**config.mk**
```make
export PLATFORM = sky130hd
export DESIGN_NAME = sequence_reorder_buffer_unit
export DESIGN_NICKNAME = d
export VERILOG_FILES = /design/src/design/srb_pkg.sv /design/src/design/srb_ctrl.sv /design/src/design/srb_datapath.sv /design/src/design/sequence_reorder_buffer_unit.sv
export SDC_FILE = /design/constraint.sdc
export NUM_CORES = 1
export LEC_CHECK = 0
export ABC_AREA = 0
export BUFFER_PORTS_ARGS = -buffer_cell sky130_fd_sc_hd__buf_2
export CAP_MARGIN = 20
export CORE_ASPECT_RATIO = 0.6
export CORE_MARGIN = 10
export CORE_UTILIZATION = 50
export DETAILED_ROUTE_END_ITERATION = 12
export PLACE_DENSITY = 0.69
export SLEW_MARGIN = 25
export SYNTH_ARGS = -nofsm -noshare
export SYNTH_HDL_FRONTEND = slang
export SYNTH_SLANG_ARGS = --single-unit
```
**constraint.sdc**
```tcl
create_clock -name clk -period 6.35 [get_ports clk]
set_clock_uncertainty 0.1 [all_clocks]
set_input_delay 0.9525 -clock clk [delete_from_list [all_inputs] [get_ports clk]]
set_output_delay 0.9525 -clock clk [all_outputs]
set_load 0.005 [all_outputs]
```
**src/design/srb_pkg.sv**
```systemverilog
// Package for the sequence reorder buffer: result codes, field widths and
// the command/status bundles shared by the controller and the datapath.
// No dependencies.
`default_nettype none

package srb_pkg;

  // Default reorder window, in packets
  localparam int DEFAULT_WINDOW = 32;

  // Field widths
  localparam int NUMBER_W = 32;
  localparam int SIZE_W   = 16;
  localparam int HELD_W   = 21;
  localparam int TOTAL_W  = 22;
  localparam int STATUS_W = 2;

  // Packed stream widths (whole bytes)
  localparam int S_DATA_W = 48;
  localparam int M_DATA_W = 72;

  // Result codes
  typedef enum logic [STATUS_W-1:0] {
    ST_DELIVERED = 2'd0,
    ST_STORED    = 2'd1,
    ST_STALE     = 2'd2,
    ST_BEYOND    = 2'd3
  } status_t;

  // Controller to datapath
  typedef struct packed {
    logic load_in;   // capture the input transfer
    logic classify;  // sort the captured packet and form its first result
    logic drain;     // deliver the held packet at the head slot
  } srb_cmd_t;

  // Datapath to controller
  typedef struct packed {
    logic last;      // result in the output register ends this input
  } srb_stat_t;

endpackage

`default_nettype wire

```
**src/design/srb_ctrl.sv**
```systemverilog
// Controller state machine of the sequence reorder buffer.
// Depends on srb_pkg for the command and status bundles.
`default_nettype none

module srb_ctrl (
  input  logic              clk,
  input  logic              rst,
  input  logic              s_tvalid,
  output logic              s_tready,
  output logic              m_tvalid,
  input  logic              m_tready,
  input  srb_pkg::srb_stat_t stat,
  output srb_pkg::srb_cmd_t  cmd
);
  import srb_pkg::*;

  typedef enum logic [3:0] {
    IDLE     = 4'b0001,
    CLASSIFY = 4'b0010,
    OUT_WAIT = 4'b0100,
    DRAIN    = 4'b1000
  } state_t;

  state_t state;
  state_t state_next;

  // Sequence one input: capture, classify, hand out results until last
  always_comb begin
    state_next   = state;
    s_tready     = 1'b0;
    m_tvalid     = 1'b0;
    cmd          = '0;
    unique case (state)
      IDLE: begin
        s_tready = 1'b1;
        if (s_tvalid) begin
          cmd.load_in = 1'b1;
          state_next  = CLASSIFY;
        end
      end
      CLASSIFY: begin
        cmd.classify = 1'b1;
        state_next   = OUT_WAIT;
      end
      OUT_WAIT: begin
        m_tvalid = 1'b1;
        if (m_tready) begin
          if (stat.last) begin
            // final result leaves: take the next packet in the same cycle
            s_tready = 1'b1;
            if (s_tvalid) begin
              cmd.load_in = 1'b1;
              state_next  = CLASSIFY;
            end else begin
              state_next = IDLE;
            end
          end else begin
            state_next = DRAIN;
          end
        end
      end
      DRAIN: begin
        cmd.drain  = 1'b1;
        state_next = OUT_WAIT;
      end
      default: begin
        state_next = IDLE;
      end
    endcase
  end

  always_ff @(posedge clk) begin
    if (rst) begin
      state <= IDLE;
    end else begin
      state <= state_next;
    end
  end

endmodule

`default_nettype wire

```
**src/design/srb_datapath.sv**
```systemverilog
// Datapath of the sequence reorder buffer: expected number, slot valid bits,
// slot size memory, byte total and the output register.
// Depends on srb_pkg.
`default_nettype none

module srb_datapath #(
  parameter int WINDOW = srb_pkg::DEFAULT_WINDOW
) (
  input  logic                            clk,
  input  logic                            rst,
  input  srb_pkg::srb_cmd_t               cmd,
  output srb_pkg::srb_stat_t              stat,
  input  logic [srb_pkg::NUMBER_W-1:0]    in_number,
  input  logic [srb_pkg::SIZE_W-1:0]      in_size,
  output srb_pkg::status_t                out_status,
  output logic [srb_pkg::NUMBER_W-1:0]    out_number,
  output logic [srb_pkg::SIZE_W-1:0]      out_size,
  output logic [srb_pkg::HELD_W-1:0]      out_held,
  output logic                            out_last
);
  import srb_pkg::*;

  localparam int SLOT_W = $clog2(WINDOW);
  localparam logic [SLOT_W:0]       WIN_EXT = (SLOT_W+1)'(WINDOW);
  localparam logic [SLOT_W-1:0]     LAST_SLOT = SLOT_W'(WINDOW - 1);
  localparam logic [NUMBER_W-1:0]   WIN_NUM = NUMBER_W'(WINDOW);

  // Stored packet sizes, one entry per slot
  logic [SIZE_W-1:0] slot_size [WINDOW];
  logic [SIZE_W-1:0] rd_size;

  logic [NUMBER_W-1:0] number;
  logic [SIZE_W-1:0]   size;
  logic [NUMBER_W-1:0] expected_number;
  logic [SLOT_W-1:0]   head_slot;
  logic [WINDOW-1:0]   slot_valid;
  logic [TOTAL_W-1:0]  buffered_total;

  logic [NUMBER_W-1:0] seq_gap;
  logic [SLOT_W-1:0]   head_inc;
  logic [SLOT_W:0]     idx_sum;
  logic [SLOT_W-1:0]   idx;
  logic [TOTAL_W-1:0]  total_add;
  logic [TOTAL_W-1:0]  total_sub;
  logic                in_window;

  function automatic logic [HELD_W-1:0] saturate(input logic [TOTAL_W-1:0] t);
    logic [HELD_W-1:0] r;
    r = t[TOTAL_W-1] ? '1 : t[HELD_W-1:0];
    return r;
  endfunction

  // Distance from the expected number and target slot
  assign seq_gap   = number - expected_number;
  assign in_window = (seq_gap < WIN_NUM);
  assign head_inc  = (head_slot == LAST_SLOT) ? '0 : head_slot + 1'b1;
  assign idx_sum   = {1'b0, head_slot} + {1'b0, seq_gap[SLOT_W-1:0]};
  assign idx       = (idx_sum >= WIN_EXT) ? SLOT_W'(idx_sum - WIN_EXT)
                                          : idx_sum[SLOT_W-1:0];
  assign total_add = buffered_total + TOTAL_W'(size);
  assign total_sub = buffered_total - TOTAL_W'(rd_size);

  assign stat.last = out_last;

  // Capture the input transfer
  always_ff @(posedge clk) begin
    if (cmd.load_in) begin
      number <= in_number;
      size   <= in_size;
    end
  end

  // Size memory: write on store, read the head slot every cycle
  always_ff @(posedge clk) begin
    if (cmd.classify && seq_gap != '0 && in_window && !slot_valid[idx]) begin
      slot_size[idx] <= size;
    end
    rd_size <= slot_size[head_slot];
  end

  // Control state: expected number, head slot, valid bits, byte total
  always_ff @(posedge clk) begin
    if (rst) begin
      expected_number <= '0;
      head_slot       <= '0;
      slot_valid      <= '0;
      buffered_total  <= '0;
    end else if (cmd.classify) begin
      if (seq_gap == '0) begin
        expected_number <= expected_number + 1'b1;
        head_slot       <= head_inc;
      end else if (in_window && !slot_valid[idx]) begin
        slot_valid[idx] <= 1'b1;
        buffered_total  <= total_add;
      end
    end else if (cmd.drain) begin
      slot_valid[head_slot] <= 1'b0;
      buffered_total        <= total_sub;
      expected_number       <= expected_number + 1'b1;
      head_slot             <= head_inc;
    end
  end

  // Output register
  always_ff @(posedge clk) begin
    if (cmd.classify) begin
      out_number <= number;
      out_size   <= size;
      if (seq_gap == '0) begin
        out_status <= ST_DELIVERED;
        out_held   <= saturate(buffered_total);
        out_last   <= !slot_valid[head_inc];
      end else if (in_window && !slot_valid[idx]) begin
        out_status <= ST_STORED;
        out_held   <= saturate(total_add);
        out_last   <= 1'b1;
      end else begin
        // duplicate in the window or behind the expected number: stale
        out_status <= (in_window || seq_gap[NUMBER_W-1]) ? ST_STALE : ST_BEYOND;
        out_held   <= saturate(buffered_total);
        out_last   <= 1'b1;
      end
    end else if (cmd.drain) begin
      out_status <= ST_DELIVERED;
      out_number <= expected_number;
      out_size   <= rd_size;
      out_held   <= saturate(total_sub);
      out_last   <= !slot_valid[head_inc];
    end
  end

endmodule

`default_nettype wire

```
**src/design/sequence_reorder_buffer_unit.sv**
```systemverilog
// Sequence reorder buffer, top level: stream ports, controller and datapath.
// Depends on srb_pkg, srb_ctrl and srb_datapath.
`default_nettype none

// Packets arrive as (number, size). A packet with the expected number is
// delivered at once, followed by every held packet with the next numbers in
// order, one result per transfer; a packet up to WINDOW-1 ahead is held and
// its size added to held_bytes; stale, duplicate and too-far packets are
// dropped with their status. The result that ends an input carries tlast.
// An input that gives one result is captured and classified, then its result
// is held in the result register; each drained packet is read from the slot
// size memory and then placed in the result register. A new packet is taken in
// the cycle its final result is transferred. There is no clearing pass after
// reset: slot valid bits are cleared at once.

module sequence_reorder_buffer_unit #(
  parameter int WINDOW = srb_pkg::DEFAULT_WINDOW
) (
  input  logic                          clk,
  input  logic                          rst,
  input  logic                          s_tvalid,
  output logic                          s_tready,
  // [31:0] packet_number, [47:32] packet_size
  input  logic [srb_pkg::S_DATA_W-1:0]  s_tdata,
  output logic                          m_tvalid,
  input  logic                          m_tready,
  // [31:0] out_number, [47:32] out_size, [68:48] held_bytes, [71:69] zero
  output logic [srb_pkg::M_DATA_W-1:0]  m_tdata,
  // [1:0] status
  output logic [srb_pkg::STATUS_W-1:0]  m_tuser,
  output logic                          m_tlast
);
  import srb_pkg::*;

  srb_cmd_t            cmd;
  srb_stat_t           stat;
  status_t             out_status;
  logic [NUMBER_W-1:0] out_number;
  logic [SIZE_W-1:0]   out_size;
  logic [HELD_W-1:0]   out_held;

  srb_ctrl u_ctrl (
    .clk      (clk),
    .rst      (rst),
    .s_tvalid (s_tvalid),
    .s_tready (s_tready),
    .m_tvalid (m_tvalid),
    .m_tready (m_tready),
    .stat     (stat),
    .cmd      (cmd)
  );

  srb_datapath #(
    .WINDOW (WINDOW)
  ) u_datapath (
    .clk        (clk),
    .rst        (rst),
    .cmd        (cmd),
    .stat       (stat),
    .in_number  (s_tdata[NUMBER_W-1:0]),
    .in_size    (s_tdata[NUMBER_W+SIZE_W-1:NUMBER_W]),
    .out_status (out_status),
    .out_number (out_number),
    .out_size   (out_size),
    .out_held   (out_held),
    .out_last   (m_tlast)
  );

  // Pack the result
  assign m_tdata = {(M_DATA_W-NUMBER_W-SIZE_W-HELD_W)'(0), out_held, out_size, out_number};
  assign m_tuser = out_status;

  // A non-final result blocks new input
  a_no_accept_mid_run: assert property (@(posedge clk) disable iff (rst)
    m_tvalid && !m_tlast |-> !s_tready)
    else $error("input accepted while results of the previous packet remain");

  // Captured packet is classified before any result or new input
  a_classify_after_accept: assert property (@(posedge clk) disable iff (rst)
    s_tvalid && s_tready |=> !s_tready && !m_tvalid)
    else $error("classify cycle skipped after input transfer");

  // Only deliveries can be followed by drained packets
  a_drop_store_single: assert property (@(posedge clk) disable iff (rst)
    m_tvalid && m_tuser != ST_DELIVERED |-> m_tlast)
    else $error("stored or dropped packet not marked last");

endmodule

`default_nettype wire
```
==> metrics.txt, run 1 <==
register bit total from synthesis=743; number of hold-slack violations in the final timing report=0; die outline height=220.3 um; row count=73; slew at the pin closest to its max-slew limit=1.136 ns; Tmin final=5.822 ns; largest net degree at the start of global routing=95; last weighted congestion value of the routability-driven placer=1.011; vias after detailed routing=22250; path category of the worst min-delay check=reg -> reg; global route total overflow=0; leakage dissipation=0.01247 uW; maximum clock frequency=171.8 MHz; FFs w/ async S/R, synth=0%; Min Hold Slack=0.3899 ns; clock tree sinks=743; Max-slew headroom=24.27%; most area-consuming cells after synthesis=edfxtp_1, mux4_2, dfxtp_1; DRT iter0 DRCs=3057; Total Power=10140 uW; largest driver fanout on the critical path=16; detailed placement HPWL=66.26 mm; Total Routing Usage GR=24.11%; first-pass GRT wire length=141.2 mm; post-synth top area share=56.75%; total of warnings raised by yosys=0; post-synth design cell area=33440 sq um; Critical Setup Path Class=reg -> reg; most common library cells after synthesis=edfxtp_1, nand2_1, mux4_2; post-synthesis instance total=2378; TritonCTS clock tree=done; IR Drop Worst-Case VDD=0.2041 mV; clock latency at the later pin of the worst-skew pair=0.62 ns; number of max-slew violations in the final report=0; post-synthesis sequential area ratio=63.39%; number of cells on the worst hold path=2; R2R Setup Slk=0.53 ns; antenna violations before repair=5; vias in the first global route=21200; most area-hungry cell type in the Yosys netlist=edfxtp_1; library cell with the highest instance count after synthesis=edfxtp_1; post-synthesis cell type count=88; Arrival @ worst endpoint=6.07 ns; total length of routed wires=95.60 mm; post-synthesis area per instance=14.06 sq um; overall die width=353.9 um; number of max-capacitance violations reported=0; total die area=77970 sq um; first-pass detailed-route iteration total=5; number of nets with antenna violations after detailed routing=0; core area=66220 sq um; CTS H-tree depth=3; routed length per instance=27.49 um; final count of negative-setup-slack endpoints=0; FF-to-FF path depth=17; category of the worst setup path capture point=flop; boundary pin count=129; total of cells resized after clock tree synthesis=0; DRC errors left=0; outcome=completed; number of buffers on the longest clock path=3; final layout net count=2650; vias per std cell=6.398; fraction of layout cells with a size suffix above 1=20.16%; number of CTS-inserted buffers=67; Cell Pwr Density=269.1 nW/um^2; startpoint type of the worst setup path=flop; data required time of the critical path=6.60 ns; setup repair after global routing missed its margin=no; number of synthesized flops with an enable pin=632; Period Utilization, post-route=91.68%; Post-Route Setup TNS=0 ns; Port Buffer Count=125; flip-flop cell with the highest count after synthesis=edfxtp_1; clock-pin slew on the worst setup and hold paths=0.07 ns; initial core utilization=50.51%; Post-CTS Hold Buffers=0; root buffer cell=clkbuf_16; synthesis-to-finish area growth=12.72%; post-CTS setup repair buffer count=0
critical path, cell delays in order (launching register included):
cell and delay, ns:
dfxtp_1 0.44, ha_1 0.23, inv_1 0.06, fa_1 0.53
inv_1 0.07, fa_1 0.46, nand2b_1 0.18, a21oi_1 0.16
xor2_1 0.27, xnor2_1 0.24, mux2_2 0.39, nor4_1 0.85
nor2_1 0.11, nand4_1 0.12, or3_1 0.39, or3_1 0.54
nor2_1 0.14, buf_4 0.25
power by group:
group | switching [uW] | internal [uW] | total [uW]
Clock | 1850 | 2320 | 4160
Combinational | 425 | 167 | 592
Sequential | 38.0 | 5350 | 5390
sequential cells by signal, indices dropped and copies added (netlist names), 21 cells and up:
name,cells
u_datapath.expected_number,32
u_datapath.buffered_total,22
u_datapath.out_number,32
u_datapath.slot_size,512
u_datapath.number,32
u_datapath.out_held,21
u_datapath.slot_valid,32
layout make-up:
cell class              instances  area (sq um)
clock inverters                37         424.2
diodes                          3         7.507
fillers                      5147         28520
repair buffers                204          1251
inverters                      81         304.0
well taps                     900          1126
multi-input cells            1424         11590
flip-flops and latches        743         21210
clock buffers                  86          1790
placed cells by master (no fill, tap or decap), drive strengths merged, types with 26 or more instances in the layout:
cell type / instances
a21oi: 133
nand2: 163
ha: 73
o31ai: 32
inv: 84
nor2: 134
dfxtp: 111
a22oi: 65
o21ai: 126
nand4: 52
or3: 27
mux4: 139
buf: 204
xnor2: 26
nor3: 44
or4: 27
clkbuf: 86
edfxtp: 632
o21a: 39
worst paths after layout:
check	start	end
worst max register to register	u_datapath.expected_number[0]	u_datapath.slot_size[12][9]
worst min-delay path	u_datapath.expected_number[25]	u_datapath.expected_number[25]
worst max-delay path	u_datapath.expected_number[0]	u_datapath.slot_size[12][9]
worst min register to register	u_datapath.expected_number[25]	u_datapath.expected_number[25]
cells by family after synthesis:
kind of cell,count (synthesis),share of synthesized area [%]
multiplexers,178,10.58
AO/OA/AOI/OAI,523,10.12
flip-flops,743,63.39
other,1,0.01121
XOR/XNOR,48,1.257
adder cells (fa/ha/maj),77,2.970
buffers and inverters,213,2.544
AND/OR/NAND/NOR,595,9.128
layer usage:
layer	vias to the layer above	global-route usage, %	part of all wire [%]
met1	11190	37.06	45
met3	117	10.32	15
met2	1328	31.21	39
li1	9616	-	-
met4	2	4.353	1.4
met5	-	1.029	0.12
per-stage QoR:
stage | cell area [sq um] | util, % | setup WS, ns | instances
final | 37700 | 56.93 | 0.5280 | 3478
after global routing | 37690 | 56.92 | 0.3206 | 3475
after CTS | 37660 | 56.88 | 0.6973 | 3474
after detailed placement | 35450 | 53.53 | 0.7317 | 3351
after global placement | 35430 | 53.50 | 0.8485 | 3351
after floorplan | 33460 | - | 0.2772 | 2380
Power figures use the tool's default switching activity.
==> run 2, diff against run 1 <==
--- a/config.mk
+++ b/config.mk
@@ -11,6 +11,7 @@
 export CORE_ASPECT_RATIO = 0.6
 export CORE_MARGIN = 10
 export CORE_UTILIZATION = 50
+export CTS_BUF_LIST = sky130_fd_sc_hd__clkbuf_4
 export DETAILED_ROUTE_END_ITERATION = 12
 export PLACE_DENSITY = 0.69
 export SLEW_MARGIN = 25
==> metrics.txt, run 2 (synthesis gave the netlist of run 1 again) <==
outcome=completed; first-pass detailed-route iteration total=6 (+1); vias per std cell=6.294 (-1.6%); row count=73 (unchanged); number of CTS-inserted buffers=164 (+140%); sequence of cells on the critical path=ha_1, inv_1, fa_1, inv_1, fa_1, nand2b_1, a21oi_1, xor2_1, xnor2_1, mux2_2, nor4_1, nor2_1, nand4_1, or3_1, or3_1, nor2_1, buf_4; core area=66220 sq um (unchanged); end of the worst register-to-register path=u_datapath.slot_size[6][2]; data required time of the critical path=6.90 ns (+0.30 ns); category of the worst setup path capture point=flop; post-CTS setup repair buffer count=0 (unchanged); Critical Setup Path Class=reg -> reg; clock tree sinks=743 (unchanged); FF-to-FF path depth=17 (unchanged); maximum clock frequency=169.2 MHz (-1.5%); Layout Utilization=57.30% (+0.36 points); Critical Path Stages=17 (unchanged); Critical path buffers and inverters=3 (unchanged); Min Hold Slack=0.08465 ns (-0.3053 ns); start point of the critical path=u_datapath.expected_number[0]; routed length per instance=26.31 um (-4.3%); number of nets with antenna violations after detailed routing=0 (unchanged); antenna violations before repair=5 (unchanged); DRT iter0 DRCs=3198 (+4.6%); DRC errors left=0 (unchanged); detailed placement HPWL=66.26 mm (unchanged); final count of negative-setup-slack endpoints=0 (unchanged); boundary pin count=129 (unchanged); first-pass GRT wire length=143.4 mm (+1.6%); IR Drop Worst-Case VDD=0.2207 mV (+8.1%); Port Buffer Count=125 (unchanged); slowest stage cell, crit path=nor4_1; number of flip-flops under the largest register name=512 (unchanged); hold wc startpoint=s_tdata[28]; crit-path leading delay family=simple AND/OR/NAND/NOR gates; number of buffers on the longest clock path=3 (unchanged); synthesis-to-finish area growth=13.45%; last weighted congestion value of the routability-driven placer=1.011 (unchanged); total length of routed wires=96.91 mm (+1.4%); final layout net count=2786 (+5.1%); global route total overflow=0 (unchanged); path category of the worst min-delay check=in -> reg; slew at the pin closest to its max-slew limit=1.076 ns (-0.05986 ns); number of hold-slack violations in the final timing report=0 (unchanged); least setup slack across all paths after layout=0.4393 ns (-0.08879 ns); register containing the most flip-flops in the final layout=u_datapath.slot_size; top library cells by usage in the layout, fill and taps aside=edfxtp_1, clkbuf_4, nand2_1, mux4_2, nor2_1; overall die width=353.9 um (unchanged); Tmin final=5.911 ns (+0.08879 ns); most frequent standard cell in the layout excluding fill and tap cells=edfxtp_1; Total Power=9709 uW (-4.3%); number of max-slew violations in the final report=0 (unchanged); largest net degree at the start of global routing=95 (unchanged); Cell Pwr Density=255.9 nW/um^2 (-4.9%); total die area=77970 sq um (unchanged); root buffer cell=clkbuf_4; TritonCTS clock tree=done; startpoint type of the worst setup path=flop; number of max-capacitance violations reported=0 (unchanged); Setup crit end=u_datapath.slot_size[6][2]; largest driver fanout on the critical path=16 (unchanged); initial core utilization=50.51% (unchanged); setup repair after global routing missed its margin=no; vias after detailed routing=23180 (+4.2%); number of cells on the worst hold path=1 (-1); fraction of layout cells with a size suffix above 1=24.59% (+4.4 points); Max-slew headroom=27.78% (+3.5 points); R2R Setup Slk=0.44 ns (-0.09 ns); vias in the first global route=22060 (+4.1%); die outline height=220.3 um (unchanged); clock-pin slew on the worst setup and hold paths=0.06 ns (about the same); Post-Route Setup TNS=0 ns (unchanged); Arrival @ worst endpoint=6.46 ns (+0.39 ns); Total Routing Usage GR=24.50% (+0.39 points); CTS H-tree depth=4 (+1); reg-to-reg startpoint=u_datapath.expected_number[0]; post-place setup slack=0.7317 ns (unchanged); Period Utilization, post-route=93.08% (+1.4 points); CP max stage delay=0.83 ns (-0.02 ns); leakage dissipation=0.01280 uW (+2.6%); clock latency at the later pin of the worst-skew pair=1.03 ns (+0.41 ns)
-- run 2: cell type report --
class                   instances  area (sq um)
inverters                      81         304.0
flip-flops and latches        743         21210
multi-input cells            1424         11590
clock buffers                 244          1832
clock inverters                43         231.5
fillers                      5207         28280
diodes                          5         12.51
repair buffers                243          1639
well taps                     900          1126
-- run 2: worst min-delay path by stage --
stage / end / slack (ns)
2_1_floorplan: u_datapath.expected_number[25] / 0.35
3_3_place_gp: u_datapath.expected_number[25] / 0.36
3_5_place_dp: u_datapath.expected_number[25] / 0.38
4_1_cts: u_datapath.number[28] / 0.0002
5_1_grt: u_datapath.number[28] / 0.01
6_report: u_datapath.number[28] / 0.08
-- run 2: routing by layer --
metal	wire (um)	GRT usage [%]	vias to the layer above
met1	43390	37.67	11610
met4	1252	5.018	2
li1	-	-	10010
met3	14330	10.79	128
met2	37830	31.20	1432
met5	112	1.029	-
-- run 2: worst register-to-register path, cell delays in order, from the launching register on --
cell and delay, ns:
dfxtp_1 0.44, ha_1 0.23, inv_1 0.06, fa_1 0.53
inv_1 0.08, fa_1 0.46, nand2b_1 0.18, a21oi_1 0.16
xor2_1 0.27, xnor2_1 0.24, mux2_2 0.39, nor4_1 0.83
nor2_1 0.11, nand4_1 0.12, or3_1 0.39, or3_1 0.58
nor2_1 0.13, buf_4 0.24
-- run 2: power by group --
group          total (uW)  internal (uW)  switching (uW)
Sequential           5390           5350            38.5
Combinational         611            182             429
Clock                3710           1780            1940
-- run 2: through the flow --
stage                     std cells  cell area, sq um
after floorplan                2380             33460
after global placement         3351             35430
after detailed placement       3351             35450
after CTS                      3676             37890
after global routing           3681             37940
final                          3683             37940
-- run 2: what timing repair did --
item / CTS / global route
resized for setup: 0 / 0
endpoints found under the hold margin: 38 / 0
hold buffers: 38 / 0
